`config.mk`:
```
export PLATFORM = sky130hd
export DESIGN_NAME = ptob_ctrl
export DESIGN_NICKNAME = d
export VERILOG_FILES = /design/src/rtl/core/ptob_pkg.sv /design/src/rtl/core/ptob_ctrl.sv
export SDC_FILE = /design/constraint.sdc
export NUM_CORES = 1
export LEC_CHECK = 0
export BUFFER_PORTS_ARGS = -buffer_cell sky130_fd_sc_hd__clkbuf_2
export CORE_AREA = 8 8 45 47
export CTS_CLUSTER_SIZE = 25
export DETAILED_ROUTE_END_ITERATION = 8
export DIE_AREA = 0 0 53 55
export GPL_ROUTABILITY_DRIVEN = 0
export SLEW_MARGIN = 25
export SYNTH_ARGS = -nofsm -noshare
export SYNTH_HDL_FRONTEND = slang
export SYNTH_SLANG_ARGS = --single-unit
```
`constraint.sdc`:
```
create_clock -name clk -period 1.7 [get_ports clk]
set_clock_uncertainty 0.05 [all_clocks]
set_input_delay 0.34 -clock clk [delete_from_list [all_inputs] [get_ports clk]]
set_output_delay 0.34 -clock clk [all_outputs]
set_load 0.02 [all_outputs]
```
`src/rtl/core/ptob_pkg.sv`:
```
// ----------------------------------------------------------------------------
// ptob_pkg
// Types and codes shared by the order book controller, datapath and top.
// ----------------------------------------------------------------------------
package ptob_pkg;

  localparam int unsigned STAMP_W = 48;
  localparam int unsigned SUM_W   = 40;
  localparam int unsigned LVL_W   = 9;

  localparam logic [1:0] CMD_ADD    = 2'd0;
  localparam logic [1:0] CMD_CANCEL = 2'd1;
  localparam logic [1:0] CMD_REDUCE = 2'd2;
  localparam logic [1:0] CMD_QUERY  = 2'd3;

  localparam logic [1:0] ST_OK       = 2'd0;
  localparam logic [1:0] ST_NOT_FOUND = 2'd1;
  localparam logic [1:0] ST_FULL     = 2'd2;
  localparam logic [1:0] ST_EMPTY    = 2'd3;

  typedef struct packed {
    logic [1:0]  cmd;
    logic [31:0] order_id;
    logic        side;
    logic [31:0] price;
    logic [31:0] qty;
  } ptob_in_t;

  typedef struct packed {
    logic [1:0]       status;
    logic             best_found;
    logic [31:0]      best_level_price;
    logic [31:0]      front_id;
    logic [31:0]      front_qty;
    logic [SUM_W-1:0] qty_at_price;
    logic [LVL_W-1:0] levels;
  } ptob_out_t;

  // One stored order row
  typedef struct packed {
    logic               side;
    logic [31:0]        ident;
    logic [31:0]        price;
    logic [31:0]        qty;
    logic [STAMP_W-1:0] stamp;
  } ptob_row_t;

  typedef enum logic [2:0] {
    S_IDLE,
    S_SCAN_A,
    S_APPLY,
    S_SCAN_B,
    S_FINISH
  } ptob_state_t;

  // Controller to datapath commands
  typedef struct packed {
    logic take_in;
    logic scan_go;
    logic pass_b;
    logic apply;
    logic load_out;
  } ptob_ctl_t;

  // Datapath to controller status
  typedef struct packed {
    logic scan_done;
    logic scanning;
  } ptob_sts_t;

endpackage

```
`src/rtl/core/ptob_ctrl.sv`:
```
// ----------------------------------------------------------------------------
// ptob_ctrl
// Sequencer: match pass, apply step, result pass, result hand-off.
// ----------------------------------------------------------------------------
module ptob_ctrl
  import ptob_pkg::*;
(
  input  logic      clk,
  input  logic      rst_n,
  input  logic      in_valid,
  output logic      in_stall,
  output logic      out_valid,
  input  logic      out_stall,
  output ptob_ctl_t ctl,
  input  ptob_sts_t sts
);

  ptob_state_t state_r, state_nxt;
  logic        out_valid_r, out_valid_nxt;

  always_ff @(posedge clk) begin
    if (!rst_n) begin
      state_r     <= S_IDLE;
      out_valid_r <= 1'b0;
    end else begin
      state_r     <= state_nxt;
      out_valid_r <= out_valid_nxt;
    end
  end

  always_comb begin
    state_nxt = state_r;
    ctl       = '0;
    in_stall  = 1'b1;
    out_valid_nxt = out_valid_r && out_stall;
    unique case (state_r)
      S_IDLE: begin
        in_stall = 1'b0;
        if (in_valid) begin
          ctl.take_in = 1'b1;
          ctl.scan_go = 1'b1;
          state_nxt   = S_SCAN_A;
        end
      end
      S_SCAN_A: begin
        if (sts.scan_done) state_nxt = S_APPLY;
      end
      S_APPLY: begin
        ctl.apply   = 1'b1;
        ctl.scan_go = 1'b1;
        ctl.pass_b  = 1'b1;
        state_nxt   = S_SCAN_B;
      end
      S_SCAN_B: begin
        ctl.pass_b = 1'b1;
        if (sts.scan_done) state_nxt = S_FINISH;
      end
      S_FINISH: begin
        ctl.pass_b = 1'b1;
        if (!out_valid_r || !out_stall) begin
          ctl.load_out  = 1'b1;
          out_valid_nxt = 1'b1;
          state_nxt     = S_IDLE;
        end
      end
      default: state_nxt = S_IDLE;
    endcase
  end

  assign out_valid = out_valid_r;

  // Pass end and scan activity stay inside the scan states; a result load returns to idle
  a_done_in_scan: assert property (@(posedge clk) disable iff (!rst_n)
    sts.scan_done |-> (state_r == S_SCAN_A || state_r == S_SCAN_B))
    else $error("scan end outside a scan state");
  a_idle_quiet: assert property (@(posedge clk) disable iff (!rst_n)
    (state_r == S_IDLE) |-> !sts.scanning)
    else $error("scan running while idle");
  a_load_once: assert property (@(posedge clk) disable iff (!rst_n)
    ctl.load_out |=> (state_r == S_IDLE))
    else $error("result load did not return to idle");

endmodule

```
# After elaboration in Yosys (flattened, before gate mapping)
# Index checks and enable logic that the tools add are counted.
# word_totals
output_inout_bits	7
ff_bits	4
inputBits	6
# op_classes
n_mux	15
reduce_logical	7
n_eq_ne	8
# op_table
cell	count
$pmux 3 s5	1
$mux 3	4
$mux 1	8
$ne 2x2->1 const B	4
$eq 3x2->1 const B	2
$reduce_and 4->1	1
$eq 3x1->1 const B	1
$eq 3x3->1 const B	1
$logic_not 3->1	1
$reduce_or 3->1	1
$logic_not 1->1	2
$mux 2	1
$pmux 1 s2	1
$logic_and 1x1->1	1
$logic_or 1x1->1	1

# Longest topological paths before layout
# depth
word_depth	4
ltp_mapped	3
ltp_nobuf	3

# Least setup slack after synthesis
# No wires, ideal clock.
# synth_path
path_type	register to output
startpoint	register state_r[1]
endpoint	output ctl[3] in the netlist's numbering
path_stages_with_launch	3
t_required_ns	1.310
arrival_ns	1.221
path_buffers	0
setup_slack_ns	0.089
cell_sequence	dfxtp_1 -> or3_1 -> o22ai_1
# synth_rtl
item	line	text
from (decl)	ptob_ctrl.sv:18	ptob_state_t state_r, state_nxt;
from (signal assigned)	ptob_ctrl.sv:26	state_r <= state_nxt;
to (decl)	ptob_ctrl.sv:14	output ptob_ctl_t ctl,

==> metrics.txt <==
Hold Vio Cnt, Final=0; Core Footprint=1380 um2; vias in the first global route=257; sequential share of the synthesized area=0.381; P per Cell Area=916 nW/um2; commonest non-fill, non-tap cell in the layout=clkbuf_2; Finished Layout Cells=59; routed vias=253; FP Rows=14; 1st-iter DRT viols=3; r2r setup slk=0.50 ns; Worst-Margin Slew=0.293 ns; Gate Count Post-Synth=27; Cell Chain, Critical Path=or3_4 > o22ai_2 > buf_4; Reg-to-Reg Start=state_r[2]; Synth Register Bits=4; HP Class=in2reg; DIE WIDTH=53 um; GR Util All Layers=0.0502; Pwr Total=0.312 mW; CTS max path bufs=2; critical path startpoint category=flip-flop; num ports=13; final worst-path cycle share=0.967; final net count=51; post-DR vias/cell=4.29; status=finished, final reports clean; Final ANT Viol Nets=0; Final setup viols=0; CP endpoint kind=primary output; cells on worst reg2reg path=3; # diodes=0; hold_buf cts=0; CTS tree=yes; DRC viols=0; setup_tns=0 ns; final wirelength=613 um; Leak=0.162 nW; drt first pass iters=2; Hold Path Sink=state_r[0]; Crit Path Max Fanout=7; Detailed Place HPWL=482 um; clk_lat worst skew=0.23 ns; Sink Count=4; Unique masters post-synth=16; FMAX=608 MHz; GRT overflow=0; most frequent cells in the layout=clkbuf_2, nand2_1; CTS root buf=clkbuf_4; Post-Syn Area=210 um2; Syn Area/Cell=7.79 um2; DIE AREA=2920 um2; total of max-cap violations=0; CTS clock-pin slew for the worst setup and hold paths=0.04 ns; cell area after layout=340 um2; Starting Density=0.152; Post-Place Cells=54; Final Hold Slack=0.307 ns; Peak VDD IR=0.253 mV; CP max stage delay=0.40 ns; min Tclk post-route=1.64 ns; Worst Hold Path Cells=2; Data required, critical path=1.31 ns; largest net degree at the start of global routing=9; fill count=159; P&R area growth vs syn=61.9%; Slew Limit Fails=0; Setup Crit Path Kind=reg2out; Post-Syn Nets=33; PortBufs=11; first-pass GRT wire length=1040 um; Die Ht=55 um; hold path start=sts[1]; Slowest-stage cell, CP=or3_4; initial antenna violation count=0; Routed WL per cell=10.4 um; layout cells sized above 1=0.488; Worst R2R End=state_r[2]; Relative slew margins=0.801; Arr. time, crit path=1.25 ns; Max H-tree Level=1; TritonCTS buffer count=3; placed inst area=285 um2; yosys warns=0
## cell usage after synthesis
cell      instances  area [um2]
a21boi_1          1        7.51
a21oi_1           1        5.00
a21oi_2           1        8.76
a221oi_1          1        8.76
dfxtp_1           4        80.1
inv_1             2        7.51
nand2_1           4        15.0
nand2b_1          2        12.5
nand4_1           1        6.26
nor2_1            4        15.0
o22ai_1           1        6.26
o311ai_1          1        8.76
or2_1             1        6.26
or3_1             1        6.26
or4_1             1        7.51
xor2_1            1        8.76
## sequential cells by signal, indices dropped and copies added (netlist names)
register and flops:
state_r 3, out_valid 1
## cell families after synthesis
| family | count (synthesis) | synth area share |
|---|---|---|
| simple gates | 14 | 0.327 |
| compound gates | 6 | 0.214 |
| flops | 4 | 0.381 |
| buf+inv | 2 | 0.0357 |
| xor+xnor | 1 | 0.0417 |
## per-stage QoR
stage	setup slack [ns]	utilization
after global placement	0.250	0.206
after global routing	-0.00937	0.246
after detailed placement	0.232	0.206
after floorplan	0.0895	-
final	0.0558	0.246
after CTS	0.0208	0.232
## timing repair
action	CTS	global route
pin swaps	0	1
resized for setup	3	4
buffers inserted	0	2
setup endpoints to repair	1	3
## layer usage
layer  share of wire  track usage  wire (um)
met1            0.29       0.0348        175
met2            0.63       0.0918        388
met3           0.052       0.0187         32
met4           0.028       0.0647         17
met5               0            0          0
## worst max-delay path by stage
stage	from	to	slack, ns	cells after the start
after floorplan	state_r[1]	ctl[3]	0.09	2
after global placement	state_r[1]	ctl[3]	0.25	3
after detailed placement	state_r[1]	ctl[3]	0.23	3
after CTS	state_r[1]	ctl[3]	0.02	3
after global routing	state_r[0]	ctl[0]	-0.009	4
final	state_r[2]	ctl[3]	0.06	3
## report_power, final
part,internal (mW),leakage [nW],switching [mW]
Combinational,0.0414,0.115,0.0475
Clock,0.0787,0.0138,0.0346
Sequential,0.100,0.0331,0.00951
Total,0.220,0.162,0.0915
## layout make-up
class                   instances  area (um2)  area share
well taps                      16        20.0      0.0588
clock buffers                   3        22.5      0.0662
flip-flops and latches          4        81.3       0.239
repair buffers                 13        72.6       0.213
inverters                       2        7.51      0.0221
multi-input cells              21         136       0.401
## worst max-delay path, delay by kind of cell (launching register included)
kind / cells / cell delay [ns]
buf+inv: 1 / 0.16
flops: 1 / 0.35
compound gates: 1 / 0.12
simple gates: 1 / 0.40
(Power assumes the default switching activity.)
